### config.mk
export PLATFORM = sky130hd
export DESIGN_NAME = ufce_ctrl
export DESIGN_NICKNAME = d
export VERILOG_FILES = /design/src/sv/ufce_pkg.sv /design/src/sv/ufce_ctrl.sv
export SDC_FILE = /design/constraint.sdc
export NUM_CORES = 1
export LEC_CHECK = 0
export BUFFER_PORTS_ARGS = -buffer_cell sky130_fd_sc_hd__buf_2
export CORE_AREA = 4 4 41 43
export CTS_CLUSTER_DIAMETER = 50
export DETAILED_ROUTE_END_ITERATION = 6
export DIE_AREA = 0 0 45 47
export HOLD_SLACK_MARGIN = 0.15
export MAX_ROUTING_LAYER = met4
export SYNTH_ARGS = -nofsm -noshare
export SYNTH_HDL_FRONTEND = slang
export SYNTH_SLANG_ARGS = --single-unit
### constraint.sdc
create_clock -name clk_i -period 3.85 [get_ports clk_i]
set_input_delay 0.5775 -clock clk_i [delete_from_list [all_inputs] [get_ports clk_i]]
set_output_delay 0.5775 -clock clk_i [all_outputs]
set_load 0.005 [all_outputs]
### src/sv/ufce_pkg.sv
`timescale 1ns / 1ps
// ----------------------------------------------------------------------------
// ufce_pkg
// Shared types, constants and helpers for the union-find cycle edge filter:
// item structs, forest node layout, controller states and datapath commands.
// ----------------------------------------------------------------------------
package ufce_pkg;

  // forest size and field widths
  localparam int MAX_VERTICES = 1024;
  localparam int VERT_W       = (MAX_VERTICES > 1) ? $clog2(MAX_VERTICES) : 1;
  localparam int RANK_W       = 4;
  localparam int ENDPOINT_W   = 10;
  localparam int EDGE_ID_W    = 16;
  localparam int NODE_W       = RANK_W + VERT_W;

  typedef logic [VERT_W-1:0]     vert_t;
  typedef logic [RANK_W-1:0]     rank_t;
  typedef logic [ENDPOINT_W-1:0] endpoint_t;
  typedef logic [EDGE_ID_W-1:0]  edge_id_t;

  localparam rank_t RANK_MAX = '1;

  // one forest entry as stored in the node memory
  typedef struct packed {
    rank_t rank;
    vert_t parent;
  } node_t;

  typedef struct packed {
    endpoint_t endpoint_a;
    endpoint_t endpoint_b;
    edge_id_t  edge_id;
    logic      start_graph;
  } in_item_t;

  typedef struct packed {
    edge_id_t edge_id_out;
    logic     closes_cycle;
  } out_item_t;

  // controller states
  typedef enum logic [3:0] {
    ST_INIT,
    ST_IDLE,
    ST_CLEAR,
    ST_FIND_RD,
    ST_FIND_STEP,
    ST_COMP_CHK,
    ST_COMP_WR,
    ST_LINK,
    ST_LINK_RANK,
    ST_DONE
  } ctrl_state_e;

  // datapath operations
  typedef enum logic [3:0] {
    DP_NOP,
    DP_LOAD,
    DP_CLEAR,
    DP_FIND_ISSUE,
    DP_FIND_STEP,
    DP_COMP_READ,
    DP_COMP_WRITE,
    DP_LINK,
    DP_LINK_RANK,
    DP_RESULT
  } dp_op_e;

  typedef struct packed {
    dp_op_e op;
    logic   sel_b;
    logic   closes;
  } dp_cmd_t;

  typedef struct packed {
    logic in_fire;
    logic in_start;
    logic in_range;
    logic clear_last;
    logic root_hit;
    logic at_root;
    logic same_root;
    logic rank_lt;
    logic rank_bump;
    logic out_free;
  } dp_stat_t;

  // endpoint lies inside the forest
  function automatic logic vert_in_range(endpoint_t v);
    return int'(v) < MAX_VERTICES;
  endfunction

  function automatic vert_t to_vert(endpoint_t v);
    return vert_t'(v);
  endfunction

endpackage

### src/sv/ufce_ctrl.sv
`timescale 1ns / 1ps
// ----------------------------------------------------------------------------
// ufce_ctrl
// Controller: sequences clearing, the two root finds with path compression,
// the link by rank and the result hand-off.
// ----------------------------------------------------------------------------
module ufce_ctrl (
  input  logic              clk_i,
  input  logic              rst_ni,
  input  ufce_pkg::dp_stat_t stat_i,
  output ufce_pkg::dp_cmd_t  cmd_o
);
  import ufce_pkg::*;

  ctrl_state_e state_q, state_d;
  logic        phase_b_q, phase_b_d;
  logic        cyc_q, cyc_d;

  // next state
  always_comb begin
    state_d   = state_q;
    phase_b_d = phase_b_q;
    cyc_d     = cyc_q;
    case (state_q)
      ST_INIT: begin
        if (stat_i.clear_last) begin
          state_d = ST_IDLE;
        end
      end
      ST_IDLE: begin
        phase_b_d = 1'b0;
        if (stat_i.in_fire) begin
          state_d = stat_i.in_start ? ST_CLEAR : ST_FIND_RD;
        end
      end
      ST_CLEAR: begin
        if (stat_i.clear_last) begin
          state_d = ST_FIND_RD;
        end
      end
      ST_FIND_RD: begin
        if (!stat_i.in_range) begin
          cyc_d   = 1'b1;
          state_d = ST_DONE;
        end else begin
          state_d = ST_FIND_STEP;
        end
      end
      ST_FIND_STEP: begin
        if (stat_i.root_hit) begin
          state_d = ST_COMP_CHK;
        end
      end
      ST_COMP_CHK: begin
        if (!stat_i.at_root) begin
          state_d = ST_COMP_WR;
        end else if (phase_b_q) begin
          state_d = ST_LINK;
        end else begin
          phase_b_d = 1'b1;
          state_d   = ST_FIND_RD;
        end
      end
      ST_COMP_WR: begin
        state_d = ST_COMP_CHK;
      end
      ST_LINK: begin
        cyc_d = stat_i.same_root;
        if (!stat_i.same_root && !stat_i.rank_lt && stat_i.rank_bump) begin
          state_d = ST_LINK_RANK;
        end else begin
          state_d = ST_DONE;
        end
      end
      ST_LINK_RANK: begin
        state_d = ST_DONE;
      end
      ST_DONE: begin
        if (stat_i.out_free) begin
          state_d = ST_IDLE;
        end
      end
      default: begin
        state_d = ST_IDLE;
      end
    endcase
  end

  // command outputs
  always_comb begin
    cmd_o.sel_b  = phase_b_q;
    cmd_o.closes = cyc_q;
    case (state_q)
      ST_INIT:      cmd_o.op = DP_CLEAR;
      ST_IDLE:      cmd_o.op = DP_LOAD;
      ST_CLEAR:     cmd_o.op = DP_CLEAR;
      ST_FIND_RD:   cmd_o.op = stat_i.in_range ? DP_FIND_ISSUE : DP_NOP;
      ST_FIND_STEP: cmd_o.op = DP_FIND_STEP;
      ST_COMP_CHK:  cmd_o.op = DP_COMP_READ;
      ST_COMP_WR:   cmd_o.op = DP_COMP_WRITE;
      ST_LINK:      cmd_o.op = stat_i.same_root ? DP_NOP : DP_LINK;
      ST_LINK_RANK: cmd_o.op = DP_LINK_RANK;
      ST_DONE:      cmd_o.op = stat_i.out_free ? DP_RESULT : DP_NOP;
      default:      cmd_o.op = DP_NOP;
    endcase
  end

  always_ff @(posedge clk_i or negedge rst_ni) begin
    if (!rst_ni) begin
      state_q   <= ST_INIT;
      phase_b_q <= 1'b0;
      cyc_q     <= 1'b0;
    end else begin
      state_q   <= state_d;
      phase_b_q <= phase_b_d;
      cyc_q     <= cyc_d;
    end
  end

endmodule

---- Yosys cells after proc, flatten, opt, wreduce, memory -nomap -nowiden ----
Cells that the tools add are included.
storage, ports and cells
  ROM bits ................................ 0
  memory bits (writable) .................. 0
  bits in registers ....................... 6
  memories kept ........................... 0
  bits in latches ......................... 0
  logic and storage cells ................. 49
operators by class
  multiply operators ...................... 0
  add/subtract/negate cells ............... 0
  bitwise operators ....................... 0
  magnitude comparators ................... 0
  divide/modulo/power cells ............... 0
  muxes and demuxes ....................... 19
  eq/ne operators ......................... 16
  reductions and logical operators ........ 11
  shift-type cells ........................ 0
operator list
  cell                                                              count
  4-bit one-hot mux with 10 select lines                            1
  4-bit one-hot mux with 9 select lines                             1
  4-bit two-way mux                                                 7
  4-bit by 3-bit == test with 1-bit output (second input constant)  4
  2-bit != test (second input constant)                             7
  3-bit two-way mux                                                 3
  4-bit by 2-bit == test with 1-bit output (second input constant)  2
  4-bit == test (second input constant)                             2
  5-bit AND reduction                                               1
  4-bit by 1-bit == test with 1-bit output (second input constant)  1
  4-bit zero test                                                   1
  1-bit two-way mux                                                 4
  1-bit one-hot mux with 2 select lines                             2
  2-bit AND reduction                                               2
  2-bit nonzero test                                                2
  1-bit logical AND                                                 2
  1-bit zero test                                                   2
  2-bit two-way mux                                                 1
  2-bit OR reduction                                                1

---- Depth between registers and ports, before layout ----
Gate-level depths: netlist of the first run.
  depth in word-level cells ............... 5
  mapped depth ............................ 5
  depth with buffers taken out ............ 4

---- Worst setup path before layout of the first run ----
No wires, ideal clock.
  path type ............................... in2out
  from .................................... input stat_i[7] in the netlist's numbering
  to ...................................... output cmd_o[2] in the netlist's numbering
  path slack .............................. 2.233 ns
  cell stages on the path ................. 3
  buffers on the path ..................... 0
  arrival ................................. 1.040 ns
  cells stage by stage .................... nor2b_1 > o21bai_1 > a21boi_1
RTL lines
  element          line             source
  start, declared  ufce_ctrl.sv:10  input ufce_pkg::dp_stat_t stat_i,
  end, declared    ufce_ctrl.sv:11  output ufce_pkg::dp_cmd_t cmd_o

==> results of run 1 <==
## registers in the layout (all words and copies together), names as in the netlist
signal / count
phase_b_q: 1
state_q: 4
cyc_q: 1
## report_power, final
group | switching (mW) | internal [mW] | leakage (nW)
Clock | 0.0220 | 0.0352 | 0.0138
Sequential | 0.0560 | 0.0887 | 0.0726
Combinational | 0.0785 | 0.0897 | 0.165
## worst min path at each step
stage,depth (start not counted),slack [ns],startpoint,endpoint
2_1_floorplan,0,0.28,rst_ni,cyc_q
3_3_place_gp,1,0.41,rst_ni,phase_b_q
3_5_place_dp,1,0.41,rst_ni,phase_b_q
4_1_cts,1,0.48,cyc_q,cyc_q
5_1_grt,1,0.50,cyc_q,cyc_q
6_report,1,0.48,cyc_q,cyc_q
## Yosys cell counts (2+ instances only)
master	count	area (µm²)
a21oi_1	10	50.1
buf_2	2	10.0
buf_4	2	15.0
buf_6	2	22.5
dfrtp_1	6	150
inv_2	2	7.51
nor2_1	7	26.3
nor2b_1	2	12.5
nor3_1	2	10.0
o21ai_0	2	10.0
or3_1	2	12.5
## cell families after synthesis
group / Yosys count / share of synthesized area (%)
simple gates: 18 / 22.5
buf+inv: 9 / 13.4
flops: 6 / 34.2
compound gates: 21 / 29.9
## per-layer routing
layer	vias up	part of all wire, %	track usage (%)
li1	224	-	-
met1	184	43	13.6
met2	24	41	13.8
met3	4	13	7.66
met4	0	2.6	5.26
met5	-	0	-
## metrics by stage
stage               utilization, %  worst slack, ns  cells  hold WS (ns)  power [mW]
floorplan                        -             2.23     54         0.282       0.284
global placement              38.1             2.00     80         0.407       0.315
detailed placement            38.1             1.97     80         0.405       0.315
CTS                           40.6             1.83     84         0.482       0.374
global route                  40.6             1.67     84         0.500       0.410
finish                        40.6             1.83     84         0.476       0.370
## critical path, stage by stage (launching register included)
cell,delay (ns)
dfrtp_1,0.51
nor2b_1,0.29
o21bai_1,0.12
a21boi_1,0.14
buf_2,0.12
## layout make-up
cell class              count  area (µm²)
clock buffers               3        22.5
fillers                   145         773
inverters                   3        11.3
multi-input cells          39         230
flip-flops and latches      6         150
well taps                  15        18.8
repair buffers             18        95.1
==> results_dict.tcl, run 1 <==
set metrics [dict create \
    status "finished clean" \
    r2r_start "state_q[0]" \
    cts_resized 0 \
    finalNetCount 83 \
    dieArea_um2 2120 \
    hold_viol 0 \
    vias 436 \
    grt_use_total_pct 11.2 \
    placeableCoreArea_um2 1300 \
    place_area_um2 495 \
    gr-total-overflow 0 \
    synth_area_per_cell_um2 8.13 \
    h-tree-depth 1 \
    die_x_um 45 \
    path_clk_slew_ns 0.04 \
    final.period_utilization_pct 52.3 \
    ir_drop_v 0.000488 \
    antenna_found_initial 0 \
    leakage_nw 0.251 \
    synth.ff_latch_count 6 \
    end_kind "output pin" \
    drt-pass1-iter-count 4 \
    syn-cell-area_um2 439 \
    drive_gt1_share_pct 33.3 \
    antenna_cells 0 \
    layout_commonest_cell "buf_2" \
    drv_cap 0 \
    hpwl_um 748 \
    r2r_setup_slack_ns 2.50 \
    r2r_cells 4 \
    crit_arrival_ns 1.44 \
    root_buffer "clkbuf_4" \
    numCtsBuffers 3 \
    die_h_um 47 \
    gp_congestion 0.838 \
    worstReg2RegEnd "state_q[0]" \
    synthArstFlopShare_pct 100 \
    cts_tree "built" \
    yosysWarnings 0 \
    finalCriticalPeriod_ns 2.02 \
    worstPathRequired_ns 3.27 \
    start_kind "register" \
    grt_pass1_wl_um 1610 \
    syn_nets 66 \
    synth.distinct_cells 26 \
    hold_class "reg -> reg" \
    p_per_area_nw_per_um2 701 \
    syn_inst 54 \
    routed_wl_um 954 \
    crit_fanout 13 \
    ant_nets 0 \
    grt_max_degree 14 \
    crit_end "cmd_o[2]" \
    clock_latency_ns 0.25 \
    ys_seq_area_share_pct 34.2 \
    fmax_mhz 496 \
    finalSetupViolations 0 \
    crit_type "reg -> out" \
    viasPerCell 5.19 \
    rsz0062_at_grt "false" \
    drt_iter0_drc 11 \
    grt_pass1_vias 362 \
    finalClockSkew_ns 0.00557 \
    tns_ns 0 \
    start_util_pct 33.7 \
    cp-startpoint "state_q[2]" \
    clockBufferDepth 2 \
    cts.sinks 6 \
    maxSlewHeadroom_pct 73.1 \
    area_growth_pct 20.2 \
    cts_setup_buffers 0 \
    slew_viol_final 0 \
    io_pins 18 \
    synthFlopType "dfrtp_1" \
    wl_per_cell_um 11.4 \
    synth_edf_count 0 \
    holdBufCountCts 1 \
    drc 0 \
    design_area_um2 528 \
    row_count 13 \
    worst_pin_slew_ns 0.403 \
    port-buffer-count 17 \
    layout_common_cells "buf_2 (17), a21oi_1 (10), nor2_1 (7)" \
]
No activity file was read; power rests on OpenSTA's default activity.
==> run 2, diff against run 1 <==
Clock period 3.85 ns to 2 ns, I/O delays scaled along.
==> run 2 against run 1 <==
Against the previous run: global-route usage rose by 1.2 points; critical path depth did not move; worst setup slack got worse by 1.6 ns; die area did not move; clock-buffer cell count did not move; combinational power rose by 97%; via count did not move; final cell count did not move; hold slack got worse by 0.12 ns; routed wire length rose by 9.3%; total power rose by 94%; sequential share of layout area did not move; largest cell class unchanged; largest power group unchanged.
==> results_dict.tcl, run 2 (synthesis gave the netlist of run 1 again) <==
set metrics [dict create \
    worstReg2RegEnd "state_q[0]" \
    drc 0 \
    drt-pass1-iter-count 4 \
    top_regs "state_q: 4 flops, cyc_q: 1 flops, phase_b_q: 1 flops" \
    row_count 13 \
    gr-usage-met3_pct 8.05 \
    holdBufCountCts 1 \
    start_util_pct 33.7 \
    grt_use_total_pct 12.4 \
    root_buffer "clkbuf_4" \
    cts.sinks 6 \
    finalSetupViolations 0 \
    final.period_utilization_pct 86.1 \
    clockBufferDepth 2 \
    worstPathRequired_ns 1.70 \
    slowest_stage "dfrtp_1" \
    top_usage_layer "met2" \
    dpl.cell_count 80 \
    r2r_setup_slack_ns 0.64 \
    grt_pass1_vias 410 \
    crit_type "reg -> out" \
    rsz0062_at_grt "false" \
    hold_class "in -> reg" \
    regMostFlops "state_q" \
    drive_gt1_share_pct 33.3 \
    finalClockSkew_ns 0.00633 \
    ant_nets 0 \
    status "finished clean" \
    cts_resized 0 \
    finalNetCount 83 \
    antenna_found_initial 0 \
    end_kind "output pin" \
    min_from "stat_i[3]" \
    cts_tree "built" \
    routed_wl_um 1040 \
    clock_latency_ns 0.25 \
    p_per_area_nw_per_um2 1360 \
    whs_ns 0.352 \
    io_pins 18 \
    worst_pin_slew_ns 0.410 \
    path_cells "nor2b_1 > o21ai_1 > a21oi_1 > buf_2" \
    slew_viol_final 0 \
    use_met2_pct 18.1 \
    crit_fanout 13 \
    hold_viol 0 \
    wl_per_cell_um 12.4 \
    fmax_mhz 581 \
    grt_use_met1_pct 13.9 \
    finalCriticalPeriod_ns 1.72 \
    numCtsBuffers 3 \
    path_clk_slew_ns 0.05 \
    drv_cap 0 \
    finish.utilization_pct 40.6 \
    crit_arrival_ns 1.42 \
    layoutNonFillerInstCount 84 \
    die_h_um 47 \
    largest_reg_flops 4 \
    hpwl_um 831 \
    layout_commonest_cell "buf_2" \
    min_delay_path_depth 2 \
    port-buffer-count 17 \
    die_x_um 45 \
    area_growth_pct 20.2 \
    layout_common_cells "buf_2 (17), a21oi_1 (10), nor2_1 (7)" \
    tns_ns 0 \
    start_kind "register" \
    maxSlewHeadroom_pct 72.6 \
    drt_iter0_drc 5 \
    leakage_nw 0.251 \
    h-tree-depth 1 \
    ir_drop_v 0.000748 \
    critPathMaxStageDelay_ns 0.50 \
    cts_setup_buffers 0 \
    vias 436 \
    placeableCoreArea_um2 1300 \
    gr-total-overflow 0 \
    viasPerCell 5.19 \
    dieArea_um2 2120 \
    r2r_start "state_q[0]" \
    min_to "cyc_q" \
    gp_congestion 0.862 \
    grt_max_degree 14 \
    antenna_cells 0 \
    grt_pass1_wl_um 1730 \
    r2r_cells 4 \
]
run 2: cell counts in the layout (fill, tap and decap cells not counted):
No cell type changed its count.
run 2: where the power goes:
part | leakage (nW) | internal (mW) | switching [mW]
logic | 0.165 | 0.173 | 0.157
registers | 0.0726 | 0.171 | 0.107
clock network | 0.0138 | 0.0678 | 0.0433
total | 0.251 | 0.412 | 0.307
run 2: layout make-up:
cell class | instances | area [µm²]
fillers | 143 | 773
multi-input cells | 39 | 230
flip-flops and latches | 6 | 150
repair buffers | 18 | 95.1
clock buffers | 3 | 22.5
well taps | 15 | 18.8
inverters | 3 | 11.3
run 2: worst max-delay path: cells and delay by family (launching register included):
family | cells | cell delay [ns]
compound gates | 2 | 0.26
buf+inv | 1 | 0.13
flops | 1 | 0.50
simple gates | 1 | 0.30
run 2: metrics by stage:
step / setup slack [ns] / total power [mW] / area (µm²)
3_5_place_dp: 0.525 / 0.610 / 495
6_report: 0.278 / 0.719 / 528
3_3_place_gp: 0.536 / 0.610 / 495
4_1_cts: 0.261 / 0.730 / 528
2_1_floorplan: 0.750 / 0.546 / 439
5_1_grt: 0.147 / 0.798 / 528
run 2: routing by layer:
metal  vias to the layer above  part of all wire [%]
met3                         0                    10
met5                         -                     0
met2                        17                    48
met4                         0                     0
li1                        220                     -
met1                       199                    42
run 2: worst max path at each step:
stage,startpoint,end,slack (ns),cells after the start
final,state_q[2],cmd_o[3],0.28,4
after CTS,state_q[2],cmd_o[3],0.26,4
after global routing,state_q[2],cmd_o[3],0.15,4
after detailed placement,state_q[2],cmd_o[3],0.52,4
after global placement,state_q[2],cmd_o[3],0.54,4
after floorplan,state_q[2],cmd_o[2],0.75,5
==> run 3, diff against run 2 <==
Clock period 2 ns to 1.85 ns, I/O delays scaled along.
==> run 3 against run 2 <==
Against the previous run: core utilization is the same; combinational power up 8.5%; critical path depth unchanged.
==> results_dict.tcl, run 3 (synthesis gave the netlist of run 1 again) <==
set metrics [dict create \
    cts_resized 0 \
    hold_viol 0 \
    final.period_utilization_pct 92.6 \
    grt_pass1_wl_um 1810 \
    critPathMaxStageDelay_ns 0.50 \
    worstPathRequired_ns 1.57 \
    cts_tree "built" \
    finalNetCount 83 \
    area_growth_pct 20.2 \
    slowest_stage "dfrtp_1" \
    row_count 13 \
    drive_gt1_share_pct 33.3 \
    gp_congestion 0.862 \
    layout_commonest_cell "buf_2" \
    drt-pass1-iter-count 4 \
    dpl.cell_count 80 \
    routed_wl_um 1090 \
    maxSlewHeadroom_pct 72.4 \
    clock_latency_ns 0.25 \
    ant_nets 0 \
    top_regs "state_q: 4 flops, cyc_q: 1 flops, phase_b_q: 1 flops" \
    largest_reg_flops 4 \
    nFillCells 148 \
    end_kind "output pin" \
    fmax_mhz 584 \
    path_cells "nor2b_1 > o21bai_1 > a21boi_1 > buf_2" \
    finalPower_uw 782 \
    grt_pass1_vias 425 \
    port-buffer-count 17 \
    start_util_pct 33.7 \
    drt_iter0_drc 12 \
    die_x_um 45 \
    h-tree-depth 1 \
    grt_max_degree 14 \
    crit_arrival_ns 1.43 \
    finalCriticalPeriod_ns 1.71 \
    leakage_nw 0.251 \
    start_kind "register" \
    root_buffer "clkbuf_4" \
    ir_drop_v 0.000794 \
    status "finished clean" \
    path_clk_slew_ns 0.05 \
    placeableCoreArea_um2 1300 \
    tns_ns 0 \
    grt_use_total_pct 12.8 \
    cts.sinks 6 \
    finish.utilization_pct 40.6 \
    crit_type "reg -> out" \
    viasPerCell 5.27 \
    gr-total-overflow 0 \
    numCtsBuffers 3 \
    io_pins 18 \
    p_per_area_nw_per_um2 1480 \
    regMostFlops "state_q" \
    whs_ns 0.329 \
    die_h_um 47 \
    worst-path-buf-inv 1 \
    clockBufferDepth 2 \
    hpwl_um 850 \
    layoutNonFillerInstCount 84 \
    antenna_cells 0 \
    worst_pin_slew_ns 0.415 \
    dieArea_um2 2120 \
    drv_cap 0 \
    antenna_found_initial 0 \
    wl_per_cell_um 12.9 \
    hold_class "in -> reg" \
    finalSetupViolations 0 \
    cts_setup_buffers 0 \
    rsz0062_at_grt "false" \
    crit_fanout 13 \
    finalClockSkew_ns 0.00650 \
    vias 443 \
    drc 0 \
    cp_top_family "flip-flops" \
    layout_common_cells "buf_2 (17), a21oi_1 (10), nor2_1 (7)" \
    slew_viol_final 0 \
]
## run 3: cell counts in the layout (fill, tap and decap cells not counted)
Identical to the previous run, type by type.
## run 3: worst paths after layout
| kind | start | end | slack [ns] | depth (start not counted) |
|---|---|---|---|---|
| min in group asynchronous | rst_ni | state_q[1] | 0.38 | 2 |
| setup reg to reg | state_q[0] | state_q[0] | 0.49 | 4 |
| setup / recovery | state_q[2] | cmd_o[2] | 0.14 | 4 |
| hold / removal | stat_i[3] | cyc_q | 0.33 | 2 |
| hold reg to reg | cyc_q | cyc_q | 0.50 | 1 |
| max in group asynchronous | rst_ni | state_q[2] | 1.33 | 2 |
## run 3: layout make-up
cell class / instances / area, µm² / area share [%]
Clock buffer: 3 / 22.5 / 4.27
Inverter: 3 / 11.3 / 2.13
Multi-Input combinational cell: 39 / 230 / 43.6
Sequential cell: 6 / 150 / 28.4
Tap cell: 15 / 18.8 / 3.55
Timing Repair Buffer: 18 / 95.1 / 18.0
## run 3: what timing repair did
item / 4_1_cts / 5_1_grt
hold buffers: 1 / 0
hold endpoints to repair: 6 / 0
endpoints found under the setup margin: 0 / 0
## run 3: routing by layer
layer / wire [µm] / global-route usage, % / vias up
li1: - / - / 220
met1: 428 / 13.9 / 197
met2: 523 / 18.4 / 24
met3: 119 / 8.43 / 2
met4: 14 / 5.26 / 0
met5: 0 / - / -
## run 3: per-stage QoR
| step | instance area, µm² | setup slack, ns |
|---|---|---|
| 6_report | 528 | 0.138 |
| 5_1_grt | 528 | 0.00282 |
| 4_1_cts | 528 | 0.123 |
| 3_5_place_dp | 495 | 0.390 |
| 3_3_place_gp | 495 | 0.409 |
| 2_1_floorplan | 439 | 0.616 |
## run 3: report_power, final
group	switching, mW	total (mW)	internal [mW]
Combinational	0.172	0.359	0.187
Clock	0.0475	0.121	0.0734
Sequential	0.117	0.302	0.185
